## config.mk

```make
export PLATFORM = sky130hd
export DESIGN_NAME = edf_periodic_task_scheduler_unit
export DESIGN_NICKNAME = d
export VERILOG_FILES = /design/src/rtl/edf_pkg.sv /design/src/rtl/edf_periodic_task_scheduler_unit.sv /design/src/rtl/edf_ctrl.sv /design/src/rtl/edf_datapath.sv
export SDC_FILE = /design/constraint.sdc
export NUM_CORES = 1
export LEC_CHECK = 0
export BUFFER_PORTS_ARGS = -buffer_cell sky130_fd_sc_hd__clkbuf_2
export CAP_MARGIN = 20
export CORE_UTILIZATION = 50
export CTS_CLUSTER_SIZE = 12
export DETAILED_ROUTE_END_ITERATION = 8
export PLACE_DENSITY_LB_ADDON = 0.2
export SLEW_MARGIN = 5
export SYNTH_ARGS = -nofsm -noshare
export SYNTH_HDL_FRONTEND = slang
export SYNTH_SLANG_ARGS = --single-unit
```

## constraint.sdc

```tcl
create_clock -name i_clk -period 9.5 [get_ports i_clk]
set_input_delay 2.85 -clock i_clk [delete_from_list [all_inputs] [get_ports i_clk]]
set_output_delay 2.85 -clock i_clk [all_outputs]
set_load 0.02 [all_outputs]
```

## src/rtl/edf_pkg.sv

```systemverilog
// ----------------------------------------------------------------------------
// edf_pkg
// Shared types and codes of the earliest-deadline-first task scheduler:
// operation codes, controller states and the controller/datapath interface.
// ----------------------------------------------------------------------------
package edf_pkg;

    // operation codes of an input transaction
    localparam logic OP_TICK   = 1'b0;
    localparam logic OP_CREATE = 1'b1;

    // controller states
    typedef enum logic [1:0] {
        S_IDLE,
        S_SCAN,
        S_DRAIN,
        S_COMMIT
    } t_edf_state;

    // commands from controller to datapath
    typedef struct packed {
        logic create;      // load the addressed slot from the input fields
        logic scan_start;  // clear the per-tick search state
        logic rd_en;       // read one slot for the scan
        logic commit;      // run the chosen task and load the result register
    } t_edf_cmd;

    // status from datapath to controller
    typedef struct packed {
        logic out_free;    // result register can take a new result this cycle
    } t_edf_status;

endpackage

```

## src/rtl/edf_periodic_task_scheduler_unit.sv

```systemverilog
// ----------------------------------------------------------------------------
// edf_periodic_task_scheduler_unit
// Earliest-deadline-first scheduler for periodic tasks with deadline equal
// to period.
// ----------------------------------------------------------------------------
// A create transaction loads one task slot. A tick transaction is accepted
// in S_IDLE; S_SCAN then walks the task table slot by slot through its
// single read port, S_DRAIN finishes the last slot and S_COMMIT runs the
// chosen task and loads the result register. A tick returns one result;
// a create returns none. The result register frees the input side, so the
// next transaction is taken while a result waits; a tick stalls in S_COMMIT
// only while the previous result is still unread.
module edf_periodic_task_scheduler_unit
    import edf_pkg::*;
#(
    parameter int MAX_TASKS  = 8,
    parameter int TIME_WIDTH = 16
) (
    input  logic        i_clk,
    input  logic        i_rst_n,
    input  logic        i_valid,
    output logic        o_stall,
    input  logic        i_operation,
    input  logic [2:0]  i_task_slot,
    input  logic [15:0] i_exec_budget,
    input  logic [15:0] i_task_period,
    output logic        o_valid,
    input  logic        i_stall,
    output logic        o_idle,
    output logic [2:0]  o_running_slot,
    output logic        o_switched,
    output logic [15:0] o_remaining_exec,
    output logic [15:0] o_deadline_countdown,
    output logic [15:0] o_release_count,
    output logic        o_deadline_miss
);

    localparam int IDX_W = $clog2(MAX_TASKS);

    t_edf_cmd         cmd;
    t_edf_status      status;
    logic [IDX_W-1:0] rd_addr;

    // sequencer
    edf_ctrl #(
        .MAX_TASKS (MAX_TASKS)
    ) u_ctrl (
        .i_clk       (i_clk),
        .i_rst_n     (i_rst_n),
        .i_valid     (i_valid),
        .i_operation (i_operation),
        .o_stall     (o_stall),
        .i_status    (status),
        .o_cmd       (cmd),
        .o_rd_addr   (rd_addr)
    );

    // task table and result
    edf_datapath #(
        .MAX_TASKS  (MAX_TASKS),
        .TIME_WIDTH (TIME_WIDTH)
    ) u_datapath (
        .i_clk                (i_clk),
        .i_rst_n              (i_rst_n),
        .i_cmd                (cmd),
        .i_rd_addr            (rd_addr),
        .o_status             (status),
        .i_task_slot          (i_task_slot),
        .i_exec_budget        (i_exec_budget),
        .i_task_period        (i_task_period),
        .o_valid              (o_valid),
        .i_stall              (i_stall),
        .o_idle               (o_idle),
        .o_running_slot       (o_running_slot),
        .o_switched           (o_switched),
        .o_remaining_exec     (o_remaining_exec),
        .o_deadline_countdown (o_deadline_countdown),
        .o_release_count      (o_release_count),
        .o_deadline_miss      (o_deadline_miss)
    );

endmodule

```

## src/rtl/edf_ctrl.sv

```systemverilog
// ----------------------------------------------------------------------------
// edf_ctrl
// Sequencer of the scheduler: accepts transactions, walks the slot index
// over the task table on a tick and issues the final commit.
// ----------------------------------------------------------------------------
module edf_ctrl
    import edf_pkg::*;
#(
    parameter int MAX_TASKS = 8
) (
    input  logic                         i_clk,
    input  logic                         i_rst_n,
    input  logic                         i_valid,
    input  logic                         i_operation,
    output logic                         o_stall,
    input  t_edf_status                  i_status,
    output t_edf_cmd                     o_cmd,
    output logic [$clog2(MAX_TASKS)-1:0] o_rd_addr
);

    localparam int IDX_W = $clog2(MAX_TASKS);
    localparam logic [IDX_W-1:0] LAST_IDX = IDX_W'(MAX_TASKS - 1);

    t_edf_state       r_state, n_state;
    logic [IDX_W-1:0] r_idx, n_idx;

    // state and scan index registers
    always_ff @(posedge i_clk) begin
        if (!i_rst_n) begin
            r_state <= S_IDLE;
            r_idx   <= '0;
        end else begin
            r_state <= n_state;
            r_idx   <= n_idx;
        end
    end

    // next state and commands
    always_comb begin
        n_state   = r_state;
        n_idx     = r_idx;
        o_stall   = 1'b1;
        o_cmd     = '0;
        o_rd_addr = r_idx;
        unique case (r_state)
            S_IDLE: begin
                o_stall = 1'b0;
                if (i_valid) begin
                    if (i_operation == OP_CREATE) begin
                        o_cmd.create = 1'b1;
                    end else begin
                        o_cmd.scan_start = 1'b1;
                        n_idx            = '0;
                        n_state          = S_SCAN;
                    end
                end
            end
            S_SCAN: begin
                o_cmd.rd_en = 1'b1;
                if (r_idx == LAST_IDX) begin
                    n_state = S_DRAIN;
                end else begin
                    n_idx = r_idx + IDX_W'(1);
                end
            end
            S_DRAIN: begin
                n_state = S_COMMIT;
            end
            S_COMMIT: begin
                if (i_status.out_free) begin
                    o_cmd.commit = 1'b1;
                    n_state      = S_IDLE;
                end
            end
            default: begin
                n_state = S_IDLE;
            end
        endcase
    end

endmodule

```

## src/rtl/edf_datapath.sv

```systemverilog
// ----------------------------------------------------------------------------
// edf_datapath
// Task table, per-slot tick update, earliest-deadline search and the
// result register of the scheduler.
// ----------------------------------------------------------------------------
module edf_datapath
    import edf_pkg::*;
#(
    parameter int MAX_TASKS  = 8,
    parameter int TIME_WIDTH = 16
) (
    input  logic                         i_clk,
    input  logic                         i_rst_n,
    input  t_edf_cmd                     i_cmd,
    input  logic [$clog2(MAX_TASKS)-1:0] i_rd_addr,
    output t_edf_status                  o_status,
    input  logic [2:0]                   i_task_slot,
    input  logic [15:0]                  i_exec_budget,
    input  logic [15:0]                  i_task_period,
    output logic                         o_valid,
    input  logic                         i_stall,
    output logic                         o_idle,
    output logic [2:0]                   o_running_slot,
    output logic                         o_switched,
    output logic [15:0]                  o_remaining_exec,
    output logic [15:0]                  o_deadline_countdown,
    output logic [15:0]                  o_release_count,
    output logic                         o_deadline_miss
);

    localparam int IDX_W = $clog2(MAX_TASKS);
    localparam int TW    = TIME_WIDTH;

    // task table
    logic [TW-1:0] r_mem_period [MAX_TASKS];
    logic [TW-1:0] r_mem_budget [MAX_TASKS];
    logic [TW-1:0] r_mem_left   [MAX_TASKS];
    logic [TW-1:0] r_mem_cd     [MAX_TASKS];
    logic [15:0]   r_mem_rel    [MAX_TASKS];

    logic [TW-1:0] r_rd_period, r_rd_budget, r_rd_left, r_rd_cd;
    logic [15:0]   r_rd_rel;

    // slot flags
    logic [MAX_TASKS-1:0] r_valid, n_valid;
    logic [MAX_TASKS-1:0] r_ready, n_ready;

    // scan pipeline stage
    logic             r_proc_vld;
    logic [IDX_W-1:0] r_proc_idx;

    // search state
    logic             r_best_found, n_best_found;
    logic [IDX_W-1:0] r_best_idx, n_best_idx;
    logic [TW-1:0]    r_best_period, n_best_period;
    logic [TW-1:0]    r_best_budget, n_best_budget;
    logic [TW-1:0]    r_best_left, n_best_left;
    logic [TW-1:0]    r_best_cd, n_best_cd;
    logic [15:0]      r_best_rel, n_best_rel;
    logic             r_miss, n_miss;

    // last task run
    logic             r_last_vld, n_last_vld;
    logic [IDX_W-1:0] r_last_idx, n_last_idx;

    // result register
    logic        r_out_vld, n_out_vld;
    logic        r_out_idle, n_out_idle;
    logic [2:0]  r_out_slot, n_out_slot;
    logic        r_out_sw, n_out_sw;
    logic [15:0] r_out_rem, n_out_rem;
    logic [15:0] r_out_cd, n_out_cd;
    logic [15:0] r_out_rel, n_out_rel;
    logic        r_out_miss, n_out_miss;

    // table write port
    logic             mem_we;
    logic [IDX_W-1:0] mem_waddr;
    logic [TW-1:0]    mem_wperiod, mem_wbudget, mem_wleft, mem_wcd;
    logic [15:0]      mem_wrel;

    // create decode
    logic [31:0]      slot_ext;
    logic             slot_in_range;
    logic [IDX_W-1:0] slot_idx;
    logic [47:0]      budget_ext, period_ext;
    logic [TW-1:0]    new_budget, new_period;

    // per-slot update
    logic          p_valid, p_rdy, p_miss, p_cand;
    logic [TW-1:0] p_cd, p_left;

    // commit
    logic          c_sw;
    logic [TW-1:0] c_left;
    logic [15:0]   c_rel;
    logic [47:0]   c_left_ext, c_cd_ext;

    assign o_status.out_free = !r_out_vld || !i_stall;

    // create fields cut or widened to the time width
    always_comb begin
        slot_ext      = {29'd0, i_task_slot};
        slot_in_range = slot_ext < 32'(MAX_TASKS);
        slot_idx      = slot_ext[IDX_W-1:0];
        budget_ext    = {32'd0, i_exec_budget};
        period_ext    = {32'd0, i_task_period};
        new_budget    = budget_ext[TW-1:0];
        new_period    = period_ext[TW-1:0];
    end

    // release, count down and retire one slot
    always_comb begin
        p_valid = r_proc_vld && r_valid[r_proc_idx];
        p_rdy   = r_ready[r_proc_idx];
        p_cd    = r_rd_cd;
        p_left  = r_rd_left;
        p_miss  = 1'b0;
        p_cand  = 1'b0;
        if (!p_rdy) begin
            if (r_rd_cd == '0) begin
                // released: fresh job, then counted down with the ready tasks
                p_rdy  = 1'b1;
                p_left = r_rd_budget;
                if (r_rd_period == '0) begin
                    p_cd   = '0;
                    p_miss = 1'b1;
                end else begin
                    p_cd = r_rd_period - TW'(1);
                end
            end else begin
                p_cd = r_rd_cd - TW'(1);
            end
        end else begin
            if (r_rd_cd == '0) begin
                p_miss = 1'b1;
            end else begin
                p_cd = r_rd_cd - TW'(1);
            end
        end
        // finished job goes back to waiting
        if (p_rdy) begin
            if (p_left == '0) begin
                p_rdy = 1'b0;
            end else begin
                p_cand = 1'b1;
            end
        end
    end

    // run the chosen task
    always_comb begin
        c_sw       = !r_last_vld || (r_last_idx != r_best_idx);
        c_left     = r_best_left - TW'(1);
        c_rel      = (c_sw && (r_best_left == r_best_budget)) ? r_best_rel + 16'd1
                                                              : r_best_rel;
        c_left_ext = {{(48 - TW){1'b0}}, c_left};
        c_cd_ext   = {{(48 - TW){1'b0}}, r_best_cd};
    end

    // next state of flags, search and result
    always_comb begin
        n_valid       = r_valid;
        n_ready       = r_ready;
        n_best_found  = r_best_found;
        n_best_idx    = r_best_idx;
        n_best_period = r_best_period;
        n_best_budget = r_best_budget;
        n_best_left   = r_best_left;
        n_best_cd     = r_best_cd;
        n_best_rel    = r_best_rel;
        n_miss        = r_miss;
        n_last_vld    = r_last_vld;
        n_last_idx    = r_last_idx;
        n_out_vld     = r_out_vld;
        n_out_idle    = r_out_idle;
        n_out_slot    = r_out_slot;
        n_out_sw      = r_out_sw;
        n_out_rem     = r_out_rem;
        n_out_cd      = r_out_cd;
        n_out_rel     = r_out_rel;
        n_out_miss    = r_out_miss;
        mem_we        = 1'b0;
        mem_waddr     = r_proc_idx;
        mem_wperiod   = r_rd_period;
        mem_wbudget   = r_rd_budget;
        mem_wleft     = p_left;
        mem_wcd       = p_cd;
        mem_wrel      = r_rd_rel;

        if (r_out_vld && !i_stall) begin
            n_out_vld = 1'b0;
        end

        priority if (i_cmd.create) begin
            if (slot_in_range) begin
                n_valid[slot_idx] = 1'b1;
                n_ready[slot_idx] = 1'b1;
                mem_we      = 1'b1;
                mem_waddr   = slot_idx;
                mem_wperiod = new_period;
                mem_wbudget = new_budget;
                mem_wleft   = new_budget;
                mem_wcd     = new_period;
                mem_wrel    = '0;
            end
        end else if (i_cmd.scan_start) begin
            n_best_found = 1'b0;
            n_miss       = 1'b0;
        end else if (i_cmd.commit) begin
            n_out_vld  = 1'b1;
            n_out_miss = r_miss;
            if (r_best_found) begin
                n_out_idle = 1'b0;
                n_out_slot = 3'(r_best_idx);
                n_out_sw   = c_sw;
                n_out_rem  = c_left_ext[15:0];
                n_out_cd   = c_cd_ext[15:0];
                n_out_rel  = c_rel;
                n_last_vld = 1'b1;
                n_last_idx = r_best_idx;
                mem_we      = 1'b1;
                mem_waddr   = r_best_idx;
                mem_wperiod = r_best_period;
                mem_wbudget = r_best_budget;
                mem_wleft   = c_left;
                mem_wcd     = r_best_cd;
                mem_wrel    = c_rel;
            end else begin
                n_out_idle = 1'b1;
                n_out_slot = '0;
                n_out_sw   = 1'b0;
                n_out_rem  = '0;
                n_out_cd   = '0;
                n_out_rel  = '0;
            end
        end else if (p_valid) begin
            // write back the updated slot and keep the earliest deadline
            mem_we              = 1'b1;
            n_ready[r_proc_idx] = p_rdy;
            n_miss              = r_miss || p_miss;
            if (p_cand && (!r_best_found || (p_cd < r_best_cd))) begin
                n_best_found  = 1'b1;
                n_best_idx    = r_proc_idx;
                n_best_period = r_rd_period;
                n_best_budget = r_rd_budget;
                n_best_left   = p_left;
                n_best_cd     = p_cd;
                n_best_rel    = r_rd_rel;
            end
        end else begin
            n_miss = r_miss;
        end
    end

    // task table write and registered read
    always_ff @(posedge i_clk) begin
        if (mem_we) begin
            r_mem_period[mem_waddr] <= mem_wperiod;
            r_mem_budget[mem_waddr] <= mem_wbudget;
            r_mem_left[mem_waddr]   <= mem_wleft;
            r_mem_cd[mem_waddr]     <= mem_wcd;
            r_mem_rel[mem_waddr]    <= mem_wrel;
        end
        if (i_cmd.rd_en) begin
            r_rd_period <= r_mem_period[i_rd_addr];
            r_rd_budget <= r_mem_budget[i_rd_addr];
            r_rd_left   <= r_mem_left[i_rd_addr];
            r_rd_cd     <= r_mem_cd[i_rd_addr];
            r_rd_rel    <= r_mem_rel[i_rd_addr];
        end
    end

    // control registers
    always_ff @(posedge i_clk) begin
        if (!i_rst_n) begin
            r_valid      <= '0;
            r_ready      <= '0;
            r_proc_vld   <= 1'b0;
            r_best_found <= 1'b0;
            r_miss       <= 1'b0;
            r_last_vld   <= 1'b0;
            r_out_vld    <= 1'b0;
        end else begin
            r_valid      <= n_valid;
            r_ready      <= n_ready;
            r_proc_vld   <= i_cmd.rd_en;
            r_best_found <= n_best_found;
            r_miss       <= n_miss;
            r_last_vld   <= n_last_vld;
            r_out_vld    <= n_out_vld;
        end
    end

    // payload registers
    always_ff @(posedge i_clk) begin
        r_proc_idx    <= i_rd_addr;
        r_best_idx    <= n_best_idx;
        r_best_period <= n_best_period;
        r_best_budget <= n_best_budget;
        r_best_left   <= n_best_left;
        r_best_cd     <= n_best_cd;
        r_best_rel    <= n_best_rel;
        r_last_idx    <= n_last_idx;
        r_out_idle    <= n_out_idle;
        r_out_slot    <= n_out_slot;
        r_out_sw      <= n_out_sw;
        r_out_rem     <= n_out_rem;
        r_out_cd      <= n_out_cd;
        r_out_rel     <= n_out_rel;
        r_out_miss    <= n_out_miss;
    end

    assign o_valid              = r_out_vld;
    assign o_idle               = r_out_idle;
    assign o_running_slot       = r_out_slot;
    assign o_switched           = r_out_sw;
    assign o_remaining_exec     = r_out_rem;
    assign o_deadline_countdown = r_out_cd;
    assign o_release_count      = r_out_rel;
    assign o_deadline_miss      = r_out_miss;

    // chosen task is a live ready slot with work left when it runs
    a_best_live: assert property (@(posedge i_clk) disable iff (!i_rst_n)
        i_cmd.commit && r_best_found |->
            r_valid[r_best_idx] && r_ready[r_best_idx] && (r_best_left != '0))
        else $error("chosen task is not a ready slot with work left");

    // only created slots can be ready
    a_ready_valid: assert property (@(posedge i_clk) disable iff (!i_rst_n)
        (r_ready & ~r_valid) == '0)
        else $error("ready flag set on a slot never created");

    // a commit always leaves a result pending
    a_commit_out: assert property (@(posedge i_clk) disable iff (!i_rst_n)
        i_cmd.commit |=> r_out_vld)
        else $error("commit did not load the result register");

endmodule
```

==> results.rst <==
.. list-table::
   :header-rows: 1

   * - Metric
     - Value
   * - Run status
     - complete, no violations
   * - Upper clock frequency limit
     - 159 MHz
   * - Final RePlAce weighted congestion
     - ~0.84
   * - Cell with the largest stage delay on the worst path
     - buf_4
   * - Commonest non-fill, non-tap cell in the layout
     - edfxtp_1
   * - Mean instance size in the synthesized netlist
     - roughly 18 um^2
   * - Hold_buf cts
     - 0
   * - Dominant cell type by area after synthesis
     - edfxtp_1
   * - Number of nets in the final layout
     - roughly 2100
   * - Top_reg_cell synth
     - edfxtp_1
   * - Wire length per cell after detailed routing
     - around 27 um
   * - # H-tree levels
     - 3
   * - Clock network latency to the later pin of the worst-skew pair
     - 0.65 ns
   * - Post-Syn Nets
     - 2008
   * - Gates resized, CTS repair
     - 0
   * - Final max-slew violation count
     - 0
   * - Critical path startpoint category
     - input port
   * - Post-route fraction of the period consumed by the critical path
     - 66.0%
   * - Die ar.
     - roughly 73000 um^2
   * - Number of I/O pins
     - 96
   * - Largest cells by area after synthesis
     - edfxtp_1, mux4_2, mux2_2
   * - Number of buffers inserted during clock tree synthesis
     - 92
   * - Dominant cell type by count on the critical path
     - buf_4
   * - Power Dens Cells
     - approximately 250 nW/um^2
   * - Yosys top cell area share
     - 72.3%
   * - Overall power consumption
     - ~10 mW
   * - Number of routed nets with antenna violations
     - 0
   * - Slew of the pin with the lowest slew margin
     - between 1 and 1.5 ns
   * - Synthesis warning total
     - 0
   * - Relative slew slack
     - 24.0%
   * - Endpoint type of the worst setup path
     - register
   * - Placed wire-length estimate after detailed placement
     - between 40000 and 50000 um
   * - Classification of the worst setup path
     - input port to register
   * - First-iteration detailed-routing DRC count
     - approximately 2000
   * - Setup WS pre-CTS
     - between 2 and 3 ns
   * - Proportion of register bits with asynchronous set or reset after synthesis
     - 0%
   * - Number of global-route vias before repair
     - between 15000 and 20000
   * - Number of enable-type register cells in the synthesized netlist
     - 860
   * - Number of max-capacitance violations reported
     - 0
   * - Path class of the lowest-slack min-delay path
     - register to register
   * - Final-layout fill cell count
     - 5295
   * - Global-route congestion overflow total
     - 0
   * - Sequential cell area fraction in the yosys report
     - roughly three quarters
   * - Total clock sinks
     - ~900
   * - Worst path required time
     - between 9 and 10 ns
   * - Final Worst Setup Slack
     - 3.23 ns
   * - Number of register bits inferred by synthesis
     - just under 900
   * - Final-report hold violation count
     - 0
   * - Worst-case hold slack
     - ~0.45 ns
   * - Maximum count of clock buffers along a single path
     - 3
   * - Die outline height
     - roughly 270 um
   * - Area delta synth->final
     - 12.7%
   * - Setup TNS Final
     - 0 ns
   * - Placeable core area
     - slightly above 70000 um^2
   * - Total wire length
     - around 80000 um
   * - Root cell of the clock tree
     - clkbuf_16
   * - Effective utilization at floorplan
     - between 50 and 60%
   * - Slowest stage delay, CP
     - approximately 0.74 ns
   * - Post-detailed-route via-to-cell ratio
     - 6.10
   * - Unrepaired setup endpoints after global routing
     - no
   * - Post-layout minimum cycle time
     - around 6.3 ns
   * - Area taken by multi-input logic gates
     - just under 9000 um^2
   * - Initial antenna violation count
     - 2
   * - Total setup violations reported at the end of the flow
     - 0
   * - Share of final-layout standard cells stronger than drive strength 1
     - 24.7%
   * - Number of instances in the synthesized netlist
     - 1942
   * - CP max FO
     - 54
   * - Post-CTS Repair Setup Buffers
     - 0
   * - Number of iterations in the first detailed-routing pass
     - 5
   * - Register Area
     - 26400 um^2
   * - Routed via count
     - around 19000
   * - Row count
     - 97
   * - Buffers added on ports
     - 95
   * - CP cell instances
     - clkbuf_2, nand2_1, nand4_1, buf_4, inv_2, buf_4, nor2_4, a221oi_1, nand2_1, nor2_4, buf_4
   * - Commonest non-fill, non-tap cells in the layout
     - edfxtp_1, mux4_2, nand2_1
   * - Largest net degree at the start of global routing
     - 83
   * - Distinct cells, synth
     - 64
   * - Clock-pin slew reported for the worst setup and hold paths after clock tree synthesis
     - 0.06 ns
   * - Horiz. Die Dim
     - between 200 and 300 um
   * - Peak supply drop
     - approximately 0.19 mV
   * - Global-route wire length before repair
     - 123000 um
   * - Leakage component of the power
     - ~13 nW
   * - Clock Skew
     - 0.0377 ns
   * - # DRC
     - 0
   * - Crit path arrival time
     - ~6.5 ns
   * - GRT Overall Usage
     - a little under a quarter
   * - Diode count
     - 0
   * - Netlist area before placement
     - between 30000 and 40000 um^2
   * - TritonCTS clock tree
     - done
[layout make-up]
| cell class | instances | share of cell area (%) |
|---|---|---|
| multi-input combinational | 927 | 22.2 |
| clock buffer | 120 | 6.14 |
| clock inverter | 29 | 0.780 |
| sequential | 889 | 65.6 |
| tap | 940 | 2.92 |
| inverter | 37 | 0.345 |
| timing repair buffer | 126 | 1.98 |
[worst paths after layout]
kind,startpoint,end,slack [ns],cells after the start
hold / removal,u_datapath.r_rd_rel[7],u_datapath.r_best_rel[7],0.45,0
setup / recovery,i_valid,u_datapath.r_mem_budget[5][10],3.23,11
hold reg to reg,u_datapath.r_rd_rel[7],u_datapath.r_best_rel[7],0.45,0
setup reg to reg,u_datapath.r_rd_cd[3],u_datapath.r_best_budget[4],4.41,12
[logic make-up after synthesis]
logic type	after synthesis	share of synthesized area (%)
DFF	889	73.9
buffers and inverters	126	1.34
AOI/OAI and AO/OA	159	3.18
muxes	269	13.6
adders and majority gates	26	0.911
and+or+nand+nor	409	5.52
xor gates and xnor gates	64	1.57
[critical path: cells and delay by family]
family,cells,cell delay (ns)
simple gates,5,1.11
compound gates,1,0.38
buf+inv,5,2.13
[state kept, by name (all words and copies together) (netlist names), 128 cells and up]
register,count
u_datapath.r_mem_period,128
u_datapath.r_mem_cd,128
u_datapath.r_mem_budget,128
u_datapath.r_mem_left,128
u_datapath.r_mem_rel,128
[synthesized netlist by cell type (5+ instances only)]
cell type,number
or4_1,6
buf_1,15
a21oi_1,20
nor4_1,29
nand4_1,12
a211oi_1,6
ha_1,26
nand3b_1,5
edfxtp_1,860
mux2i_1,9
dfxtp_1,29
o21ai_0,37
and3_1,8
mux2_2,98
nand3_1,47
and2_1,21
mux4_2,162
nor2_1,100
nor3b_1,6
a221o_1,25
o211ai_1,12
nor3_1,28
inv_1,36
or3_1,8
nand2b_1,9
xnor2_1,28
a22oi_1,18
nand2_1,116
xor2_1,36
o31ai_1,5
clkbuf_1,70
[layer usage]
layer  share of wire (%)  GRT usage [%]  up-vias
met5               0.033              0        -
li1                    -              -     8077
met4                 1.9           5.89        4
met1                  44           33.1     9836
met2                  47           35.9      664
met3                 6.8           4.00      126
[where the power goes]
group	leakage, nW	total [mW]	switching (mW)	internal [mW]
clock	1.35	3.40	1.42	1.98
combinational	3.40	1.48	0.914	0.567
sequential	8.05	5.16	0.200	4.96
[through the flow]
stage | area [um^2] | std cells | utilization, %
floorplan | 35700 | 1942 | -
global placement | 37400 | 2914 | 53.2
detailed placement | 37400 | 2915 | 53.2
CTS | 40200 | 3064 | 57.2
global route | 40300 | 3068 | 57.2
finish | 40300 | 3068 | 57.2
Note: power is estimated with default switching activity, not from simulation.
